[src/hw/rtl/bgl_pkg.sv]
// Shared types and constants for the binary gcd / lcm unit.
// Used by bgl_addsub and binary_gcd_lcm_unit; no dependencies.
`timescale 1ns / 1ps

package bgl_pkg;

  localparam int unsigned IO_W           = 64;
  localparam int unsigned DATA_WIDTH_DEF = 64;

  typedef enum logic {
    OP_ADD,
    OP_SUB
  } op_e;

  typedef enum logic [2:0] {
    ST_IDLE,
    ST_STRIP,
    ST_ODD,
    ST_LOOP,
    ST_DIV,
    ST_MUL,
    ST_DONE
  } state_e;

endpackage

[src/hw/rtl/bgl_addsub.sv]
// Shared adder/subtractor of the binary gcd / lcm unit, with carry out.
// Depends on bgl_pkg for the operation code.
`timescale 1ns / 1ps

module bgl_addsub #(
  parameter int unsigned WIDTH = 65
) (
  input  logic [WIDTH-1:0] a_i,
  input  logic [WIDTH-1:0] b_i,
  input  bgl_pkg::op_e     op_i,
  output logic [WIDTH-1:0] sum_o,
  output logic             carry_o
);
  import bgl_pkg::*;

  logic             is_sub;
  logic [WIDTH-1:0] b_eff;
  logic [WIDTH:0]   full;

  assign is_sub  = (op_i == OP_SUB);
  assign b_eff   = is_sub ? ~b_i : b_i;
  // carry out is the inverted borrow when subtracting
  assign full    = {1'b0, a_i} + {1'b0, b_eff} + {{WIDTH{1'b0}}, is_sub};
  assign sum_o   = full[WIDTH-1:0];
  assign carry_o = full[WIDTH];

endmodule

[src/hw/rtl/binary_gcd_lcm_unit.sv]
// Binary gcd / lcm unit: Stein gcd, then lcm = (a / gcd) * b, saturating.
// If an operand is zero, done_o rises in the cycle after accept; else the
// sequencer steps through stripping common twos, making x odd, the gcd loop,
// bitwise division, shift-add multiply and done. One shared adder.
// Busy holds through the done_o cycle, so no new item is accepted until the
// last is done; results cannot be stalled. Reset returns the sequencer to idle.
`timescale 1ns / 1ps

module binary_gcd_lcm_unit #(
  parameter int unsigned DATA_WIDTH = bgl_pkg::DATA_WIDTH_DEF
) (
  input  logic                     clk_i,
  input  logic                     rst_ni,
  input  logic                     start,
  output logic                     busy,
  input  logic [bgl_pkg::IO_W-1:0] operand_a_i,
  input  logic [bgl_pkg::IO_W-1:0] operand_b_i,
  output logic                     done_o,
  output logic [bgl_pkg::IO_W-1:0] gcd_value_o,
  output logic [bgl_pkg::IO_W-1:0] lcm_value_o,
  output logic                     lcm_overflow_o,
  output logic                     is_coprime_o
);
  import bgl_pkg::*;

  localparam int unsigned W  = DATA_WIDTH;
  localparam int unsigned CW = $clog2(W);
  localparam logic [CW-1:0] CNT_LAST = CW'(W - 1);

  state_e state_q, state_d;

  logic [W-1:0]  x_q, x_d, y_q, y_d;
  logic [W-1:0]  b_q, b_d, g_q, g_d;
  logic [W-1:0]  rem_q, rem_d, quo_q, quo_d;
  logic [CW-1:0] twos_q, twos_d, cnt_q, cnt_d;
  logic          ovf_q, ovf_d;
  logic [W-1:0]  gcd_q, gcd_d, lcm_q, lcm_d;
  logic          lovf_q, lovf_d, cop_q, cop_d;

  logic [W-1:0]  a_m, b_m;
  logic          accept;
  logic          x_gt_y;
  logic [W-1:0]  g_full;
  logic [W:0]    add_a, add_b, add_sum;
  op_e           add_op;
  logic          add_co;
  logic [W:0]    div_shift;
  logic          mul_ovf;

  assign a_m    = operand_a_i[W-1:0];
  assign b_m    = operand_b_i[W-1:0];
  assign accept = start && !busy;
  assign x_gt_y = x_q > y_q;
  assign g_full = x_q << twos_q;
  assign div_shift = {rem_q, quo_q[W-1]};

  bgl_addsub #(
    .WIDTH (W + 1)
  ) u_addsub (
    .a_i     (add_a),
    .b_i     (add_b),
    .op_i    (add_op),
    .sum_o   (add_sum),
    .carry_o (add_co)
  );

  // operand selection for the shared unit
  always_comb begin
    add_a  = '0;
    add_b  = '0;
    add_op = OP_SUB;
    case (state_q)
      ST_LOOP: begin
        add_a = {1'b0, (x_gt_y ? x_q : y_q)};
        add_b = {1'b0, (x_gt_y ? y_q : x_q)};
      end
      ST_DIV: begin
        add_a = div_shift;
        add_b = {1'b0, g_q};
      end
      ST_MUL: begin
        add_a  = {1'b0, rem_q[W-2:0], 1'b0};
        add_b  = {1'b0, (quo_q[W-1] ? b_q : {W{1'b0}})};
        add_op = OP_ADD;
      end
      default: ;
    endcase
  end

  // once the running product passes the maximum it can only grow
  assign mul_ovf = ovf_q || rem_q[W-1] || add_sum[W];

  // next state
  always_comb begin
    state_d = state_q;
    case (state_q)
      ST_IDLE: begin
        if (accept) begin
          state_d = ((a_m == '0) || (b_m == '0)) ? ST_DONE : ST_STRIP;
        end
      end
      ST_STRIP: begin
        if (x_q[0] || y_q[0]) state_d = ST_ODD;
      end
      ST_ODD: begin
        if (x_q[0]) state_d = ST_LOOP;
      end
      ST_LOOP: begin
        if (y_q == '0) state_d = ST_DIV;
      end
      ST_DIV: begin
        if (cnt_q == '0) state_d = ST_MUL;
      end
      ST_MUL: begin
        if (cnt_q == '0) state_d = ST_DONE;
      end
      ST_DONE: state_d = ST_IDLE;
      default: state_d = ST_IDLE;
    endcase
  end

  // datapath next values
  always_comb begin
    x_d    = x_q;
    y_d    = y_q;
    b_d    = b_q;
    g_d    = g_q;
    rem_d  = rem_q;
    quo_d  = quo_q;
    twos_d = twos_q;
    cnt_d  = cnt_q;
    ovf_d  = ovf_q;
    gcd_d  = gcd_q;
    lcm_d  = lcm_q;
    lovf_d = lovf_q;
    cop_d  = cop_q;
    case (state_q)
      ST_IDLE: begin
        if (accept) begin
          x_d    = a_m;
          y_d    = b_m;
          b_d    = b_m;
          quo_d  = a_m;
          twos_d = '0;
          gcd_d  = a_m | b_m;
          lcm_d  = '0;
          lovf_d = 1'b0;
          cop_d  = ((a_m | b_m) == W'(1));
        end
      end
      ST_STRIP: begin
        if (!(x_q[0] || y_q[0])) begin
          x_d    = x_q >> 1;
          y_d    = y_q >> 1;
          twos_d = twos_q + 1'b1;
        end
      end
      ST_ODD: begin
        if (!x_q[0]) x_d = x_q >> 1;
      end
      ST_LOOP: begin
        if (y_q == '0) begin
          // restore common twos, set up the quotient a / gcd
          g_d   = g_full;
          gcd_d = g_full;
          cop_d = (g_full == W'(1));
          rem_d = '0;
          cnt_d = CNT_LAST;
        end else if (!y_q[0]) begin
          y_d = y_q >> 1;
        end else begin
          if (x_gt_y) x_d = y_q;
          y_d = add_sum[W-1:0];
        end
      end
      ST_DIV: begin
        rem_d = add_co ? add_sum[W-1:0] : div_shift[W-1:0];
        quo_d = {quo_q[W-2:0], add_co};
        cnt_d = cnt_q - 1'b1;
        if (cnt_q == '0) begin
          rem_d = '0;
          ovf_d = 1'b0;
          cnt_d = CNT_LAST;
        end
      end
      ST_MUL: begin
        rem_d = add_sum[W-1:0];
        quo_d = quo_q << 1;
        ovf_d = mul_ovf;
        cnt_d = cnt_q - 1'b1;
        if (cnt_q == '0) begin
          lcm_d  = mul_ovf ? {W{1'b1}} : add_sum[W-1:0];
          lovf_d = mul_ovf;
        end
      end
      default: ;
    endcase
  end

  always_ff @(posedge clk_i or negedge rst_ni) begin
    if (!rst_ni) begin
      state_q <= ST_IDLE;
    end else begin
      state_q <= state_d;
    end
  end

  always_ff @(posedge clk_i) begin
    x_q    <= x_d;
    y_q    <= y_d;
    b_q    <= b_d;
    g_q    <= g_d;
    rem_q  <= rem_d;
    quo_q  <= quo_d;
    twos_q <= twos_d;
    cnt_q  <= cnt_d;
    ovf_q  <= ovf_d;
    gcd_q  <= gcd_d;
    lcm_q  <= lcm_d;
    lovf_q <= lovf_d;
    cop_q  <= cop_d;
  end

  assign busy           = (state_q != ST_IDLE);
  assign done_o         = (state_q == ST_DONE);
  assign gcd_value_o    = IO_W'(gcd_q);
  assign lcm_value_o    = IO_W'(lcm_q);
  assign lcm_overflow_o = lovf_q;
  assign is_coprime_o   = cop_q;

  a_done_busy : assert property (@(posedge clk_i) disable iff (!rst_ni)
    done_o |-> busy)
    else $error("done without busy");

  a_accept_busy : assert property (@(posedge clk_i) disable iff (!rst_ni)
    accept |=> busy)
    else $error("accepted item did not raise busy");

  a_done_single : assert property (@(posedge clk_i) disable iff (!rst_ni)
    done_o |=> !done_o && !busy)
    else $error("done strobe longer than one cycle");

  a_ovf_sat : assert property (@(posedge clk_i) disable iff (!rst_ni)
    (done_o && lcm_overflow_o) |-> (lcm_value_o == IO_W'({W{1'b1}})))
    else $error("overflow without saturated lcm");

  a_coprime : assert property (@(posedge clk_i) disable iff (!rst_ni)
    done_o |-> (is_coprime_o == (gcd_value_o == IO_W'(1))))
    else $error("coprime flag disagrees with gcd");

endmodule
[config.mk]
export PLATFORM = sky130hd
export DESIGN_NAME = binary_gcd_lcm_unit
export DESIGN_NICKNAME = d
export VERILOG_FILES = /design/src/hw/rtl/bgl_pkg.sv /design/src/hw/rtl/bgl_addsub.sv /design/src/hw/rtl/binary_gcd_lcm_unit.sv
export SDC_FILE = /design/constraint.sdc
export NUM_CORES = 2
export LEC_CHECK = 0
export ABC_AREA = 1
export BUFFER_PORTS_ARGS = -buffer_cell sky130_fd_sc_hd__buf_2
export CAP_MARGIN = 20
export CELL_PAD_IN_SITES_DETAIL_PLACEMENT = 1
export CELL_PAD_IN_SITES_GLOBAL_PLACEMENT = 2
export CORE_MARGIN = 5
export CORE_UTILIZATION = 30
export CTS_CLUSTER_DIAMETER = 40
export DETAILED_ROUTE_END_ITERATION = 6
export GPL_TIMING_DRIVEN = 0
export PLACE_DENSITY_LB_ADDON = 0.1
export SYNTH_ARGS = -nofsm -noshare
export SYNTH_HDL_FRONTEND = slang
export SYNTH_SLANG_ARGS = --single-unit
export TNS_END_PERCENT = 5
[constraint.sdc]
create_clock -name clk_i -period 9.36 [get_ports clk_i]
set_clock_uncertainty 0.15 [all_clocks]
set_input_delay 2.34 -clock clk_i [delete_from_list [all_inputs] [get_ports clk_i]]
set_output_delay 2.34 -clock clk_i [all_outputs]
set_load 0.02 [all_outputs]
* Word-level counts from Yosys, hierarchy flattened
Cells that the tools add are included.
** Storage, ports and cells
- Register bits after elaboration :: 530
- Bits of input ports :: 131
- Output and inout bits :: 132
- Word-level logic and storage cells :: 127
** Cells by class
- Add/subtract/negate cells :: 4
- Magnitude comparators :: 1
- Eq/ne operators :: 19
- Shift operators :: 1
- Mux-type cells :: 53
- Bitwise logic cells :: 2
- Reduce and logical (&&, ||, !) cells :: 32
** Operators by type and width (count)
- 64-bit two-way mux :: 21
- 64-bit case mux with 3 select lines :: 4
- 64-bit case mux with 2 select lines :: 2
- 64-bit case mux with 4 select lines :: 1
- 65-bit case mux with 3 select lines :: 1
- 64-bit zero test :: 3
- 64-bit by 1-bit == test with 1-bit output, second input constant :: 2
- 65-bit by 65-bit adder with 66-bit output :: 1
- 66-bit by 1-bit adder with 66-bit output :: 1
- 65-bit two-way mux :: 1
- 64-bit NOT with 65-bit output :: 1
- 64-bit > comparator :: 1
- 64-bit bitwise OR :: 1
- 64-bit by 6-bit << shifter with 64-bit output :: 1
- 6-bit two-way mux :: 4
- 2-bit != test, second input constant :: 11
- 3-bit two-way mux :: 7
- 3-bit case mux with 6 select lines :: 1
- 6-bit case mux with 3 select lines :: 1
- 6-bit case mux with 2 select lines :: 1
- 6-bit AND reduction :: 2
- 3-bit nonzero test :: 4
- 2-bit AND reduction :: 5
- 3-bit == test, second input constant :: 3
- other kinds (16) :: 32

* Longest topological paths before layout
- Depth after elaboration :: 11
- Mapped depth :: 46
- Gate-level depth less buffers :: 43

* By module
A second synthesis with hierarchy kept.
** Second synthesis, totals
- Cell total of the unflattened synthesis :: 5273
- Area total of the unflattened synthesis :: 39056.2 um^2
** Modules (own cells, without submodules)
- binary_gcd_lcm_unit :: times used 1, cells an instance 4058, area each 32857.8 um^2
- bgl_addsub :: times used 1, cells an instance 1215, area each 6198.4 um^2

* Least setup slack after synthesis
No wires, ideal clock.
- Kind :: input port to flip-flop
- Start :: input port start
- End :: register lovf_q (netlist: lcm_overflow_o), enable pin
- Library setup time :: 593 ps
- Arrival :: 7345 ps
- Required time :: 8617 ps
- Path slack :: 1272 ps
- Stages on the path :: 4
- Buffers on the path :: 0
- Cell sequence :: nor2_1 inv_1 nand3_1 a221oi_1
** On the way
- Word-level cells in the longest chain between the ends :: 3
** RTL lines
- start: declaration :: RTL line binary_gcd_lcm_unit.sv:14 : input logic start,
- 1-bit logical AND :: RTL line binary_gcd_lcm_unit.sv:52 : assign accept = start && !busy;
- 2-bit != test (no source line)
- 3-bit AND reduction (no source line)
- end signal: assignment :: RTL line binary_gcd_lcm_unit.sv:220 : lovf_q <= lovf_d;
- end: declaration :: RTL line binary_gcd_lcm_unit.sv:38 : logic lovf_q, lovf_d, cop_q, cop_d;
No other way between the ends.
A chain may end at the register's enable or synchronous reset.

* Worst setup path in the final report
- Start :: register state_q[0]
- End :: register lcm_q[33] (netlist: lcm_value_o[33]), data pin
** On the way
- Word-level cells in the longest chain between the ends :: 10
- Elaborated cells on any way between the ends :: 15
** RTL lines
- start: declaration :: RTL line binary_gcd_lcm_unit.sv:30 : state_e state_q, state_d;
- start signal: assignment :: RTL line binary_gcd_lcm_unit.sv:204 : state_q <= state_d;
- 3-bit == test (tied with other cells) :: RTL line binary_gcd_lcm_unit.sv:72, binary_gcd_lcm_unit.sv:137
- 64-bit case mux with 3 select lines :: RTL line binary_gcd_lcm_unit.sv:72 : case (state_q)
- 64-bit NOT with 65-bit output :: RTL line bgl_addsub.sv:21 : assign b_eff = is_sub ? ~b_i : b_i;
- 65-bit two-way mux :: RTL line bgl_addsub.sv:21
- 65-bit by 65-bit adder with 66-bit output :: RTL line bgl_addsub.sv:23 : assign full = {1'b0, a_i} + {1'b0, b_eff} + {{WIDTH{1'b0}}, is_sub};
- 66-bit by 1-bit adder with 66-bit output :: RTL line bgl_addsub.sv:23
- 1-bit logical OR :: RTL line binary_gcd_lcm_unit.sv:91 : assign mul_ovf = ovf_q || rem_q[W-1] || add_sum[W];
- 64-bit two-way mux :: RTL line binary_gcd_lcm_unit.sv:192 : lcm_d = mul_ovf ? {W{1'b1}} : add_sum[W-1:0];
- 64-bit two-way mux :: RTL line binary_gcd_lcm_unit.sv:191 : if (cnt_q == '0) begin
- 64-bit case mux with 2 select lines (*) :: RTL line binary_gcd_lcm_unit.sv:137 : case (state_q)
- end signal: assignment :: RTL line binary_gcd_lcm_unit.sv:219 : lcm_q <= lcm_d;
- end: declaration :: RTL line binary_gcd_lcm_unit.sv:37 : logic [W-1:0] gcd_q, gcd_d, lcm_q, lcm_d;
Every way passes the cells marked *; elsewhere a longest branch is shown, timed or not. The select of a mux whose other input is x is not followed.

==> metrics.md <==
| Metric | Value |
|---|---|
| Total Die Area | 126000 um^2 |
| Unrepaired setup endpoints after global routing | false |
| Hold_ws | 0.369 ns |
| Critical path startpoint category | flop |
| Vias in the first global route | 37593 |
| Worst hold path type | flop to flop |
| Initial DRT Pass Iterations | 6 |
| Average instance area after synthesis | 7.96 um^2 |
| Met2 Routed Length | 104 mm |
| Clk_lat worst skew | 0.76 ns |
| Share of cells above drive strength 1 | 0.123 |
| Synth Cell Area | 35600 um^2 |
| FP Rows | 126 |
| Synth Instances | 4468 |
| Outcome | finished clean |
| Slowest Stage Delay on Critical Path | 0.91 ns |
| Top cell type's share of synthesized area | 0.445 |
| Die Ht | 354 um |
| Fillers | 14198 |
| I/O pin count | 263 |
| Initial antenna violation count | 13 |
| Slowest CP cell | a221oi_1 |
| Post-DP HPWL | 196 mm |
| Worst Path Max Fanout | 10 |
| Antenna Nets Post-Route | 0 |
| WP data required | 9.59 ns |
| Gpl congestion | 0.979 |
| Syn. warnings | 0 |
| Cts hold-fix bufs | 0 |
| Synth unique cells | 67 |
| H-tree levels | 3 |
| Crit path capture type | flop |
| Wire per inst | 35.9 um |
| Max-cap check violation count | 0 |
| Max_slew headroom | 0.163 |
| CTS sink cnt | 530 |
| Top post-synthesis cells by area | edfxtp_1 44%, nand2_1 11%, o21ai_0 8.6% |
| Wl on met1 | 100 mm |
| CTS tree | yes |
| Highest Signal Layer | met5 |
| Total CTS buffers | 119 |
| Top_reg_cell synth | edfxtp_1 |
| First-pass GRT wire length | 314 mm |
| Synth area leader | edfxtp_1 |
| Detailed Route WL | 235 mm |
| Overall Global Routing Usage | 0.360 |
| Most frequent CP cell | nand2_1 |
| DRC viols | 0 |
| Final layout net count | 5152 |
| Via count | 37848 |
| Layout area overhead | 23.2% |
| Final setup fails | 0 |
| WL met3 | 20.3 mm |
| Fin crit period | 9.33 ns |
| Die span in x | 354 um |
| Final Hold Fails | 0 |
| CTS clk-pin slew, worst paths | 0.06 ns |
| Clock Tree Buf Depth | 3 |
| Area of the core | 118000 um^2 |
| Starting Density | 0.302 |
| EDFF count, synth | 527 |
| Post-CTS Setup Repair Bufs | 0 |
| DRT iter0 DRCs | 4426 |
| Peak Freq | 107 MHz |
| Crit path arrival time | 9.56 ns |
| Port bufs | 262 |
| Post-synthesis sequential area ratio | 0.447 |
| #FFs+latches synth | 530 |
| Crit Path Class | flop to flop |
| Final period utilization | 0.996 |
| Asr flop ratio synth | 0.00566 |
| Synth Net Count | 4732 |
| Grt ovf | 0 |
| Largest net degree at the start of global routing | 37 |
| Worst slew pin tran | 1.25 ns |
| Max Slew Vio Count | 0 |
| Vias per cell | 5.79 |
| CTS Root Cell | clkbuf_16 |
-- flip-flops by register name, indices dropped and copies added, names as in the netlist --
register        flops
quo_q              64
lcm_overflow_o      1
gcd_value_o        64
twos_q              6
x_q                64
cnt_q               6
b_q                64
g_q                64
lcm_value_o        64
ovf_q               1
y_q                64
rem_q              64
is_coprime_o        1
state_q             3
-- critical path: cells and delay by family (launching register included) --
family / cells / cell delay, ns
buffers and inverters: 9 / 3.51
flip-flops: 1 / 0.42
adder cells (fa/ha/maj): 1 / 0.44
AND/OR/NAND/NOR: 10 / 1.07
AO/OA/AOI/OAI: 11 / 3.32
-- cell usage in the layout, fill, tap and decap left out, types with 14 or more instances in the layout --
cell,instances
nand4_1,45
o21ai_0,615
a221oi_1,115
nand3_1,124
o211ai_1,16
xor2_1,30
nor4_1,48
buf_2,292
ha_1,132
or2_2,14
clkinv_1,19
xnor2_1,21
inv_6,15
a21oi_1,374
nand2_1,1005
o21ai_1,17
a31oi_1,68
o221ai_1,21
clkbuf_16,120
clkinvlp_4,16
mux2i_1,23
buf_1,21
nand2_2,19
nor2_1,338
o21a_1,30
nor3_1,24
bufinv_16,23
inv_1,473
o22ai_1,23
edfxtp_1,527
clkbuf_1,208
-- routing by layer --
layer,up-vias,GRT usage
met4,14,0.129
li1,16548,-
met5,-,0
met3,372,0.0697
met2,1888,0.571
met1,19026,0.492
-- cell type report --
type,instances,area [um^2],share of cell area
tap,1536,1920,0.0438
timing repair buffer,299,1940,0.0442
clock inverter,99,1270,0.0289
multi-input combinational,3193,16900,0.385
sequential,530,15900,0.363
antenna,3,7.51,0.000171
buffer,262,1080,0.0247
clock buffer,127,3030,0.0691
inverter,483,1820,0.0414
-- final timing paths --
check / startpoint / to / slack (ns) / depth (start not counted)
hold / removal: quo_q[51]$_DFFE_PP_ / quo_q[52]$_DFFE_PP_ / 0.37 / 2
min in group asynchronous: rst_ni / state_q[0]$_DFFE_PN0P_ / 1.29 / 1
hold reg to reg: quo_q[51]$_DFFE_PP_ / quo_q[52]$_DFFE_PP_ / 0.37 / 2
max in group asynchronous: rst_ni / state_q[2]$_DFFE_PN0P_ / 7.55 / 1
setup reg to reg: state_q[0]$_DFFE_PN0P_ / lcm_value_o[33]$_SDFFCE_PN0P_ / 0.03 / 31
setup / recovery: state_q[0]$_DFFE_PN0P_ / lcm_value_o[33]$_SDFFCE_PN0P_ / 0.03 / 31
-- timing repair --
action	4_1_cts	5_1_grt
endpoints found under the setup margin	0	41
hold endpoints to repair	0	0
resized for setup	0	1
-- cell families after synthesis --
logic type | after synthesis | synth area share
simple gates | 1655 | 0.193
flops | 530 | 0.447
mux | 23 | 0.00647
buf+inv | 745 | 0.0813
xor+xnor | 52 | 0.0130
compound gates | 1330 | 0.213
fa+ha+maj | 133 | 0.0470
-- cells in the mapped netlist, drive strengths merged (2+ instances only) --
cell and instances:
nand2 1027, o21ai 634, edfxtp 527, inv 481, a21oi 378, nor2 345
clkbuf 204, ha 132, nand3 127, a221oi 117, a31oi 68, buf 58
nor4 50, nand4 46, o21a 32, xor2 31, nor3 25, mux2i 23
o22ai 23, o221ai 21, or2 21, xnor2 21, o211ai 17, o2111ai 11
a211oi 7, and3 5, o21bai 4, o31ai 4, a21o 3, a22oi 3
and2 3, dfrtp 3, a21boi 2, a32o 2, clkinv 2, nand3b 2
nor3b 2
-- through the flow --
| stage | setup TNS (ns) | setup slack (ns) | util | area (um^2) | std cells |
|---|---|---|---|---|---|
| final | 0 | 0.0329 | 0.372 | 43800 | 6532 |
| after global routing | 0 | 0.0154 | 0.372 | 43800 | 6529 |
| after CTS | 0 | 0.187 | 0.372 | 43800 | 6529 |
| after detailed placement | 0 | 0.219 | 0.335 | 39500 | 6303 |
| after global placement | -319.69 | -1.93 | 0.329 | 38800 | 6266 |
| after floorplan | 0 | 1.27 | - | 35600 | 4468 |
Power is not shown: default switching activity piles up to over one toggle a cycle in this logic, so the estimate is an artifact.
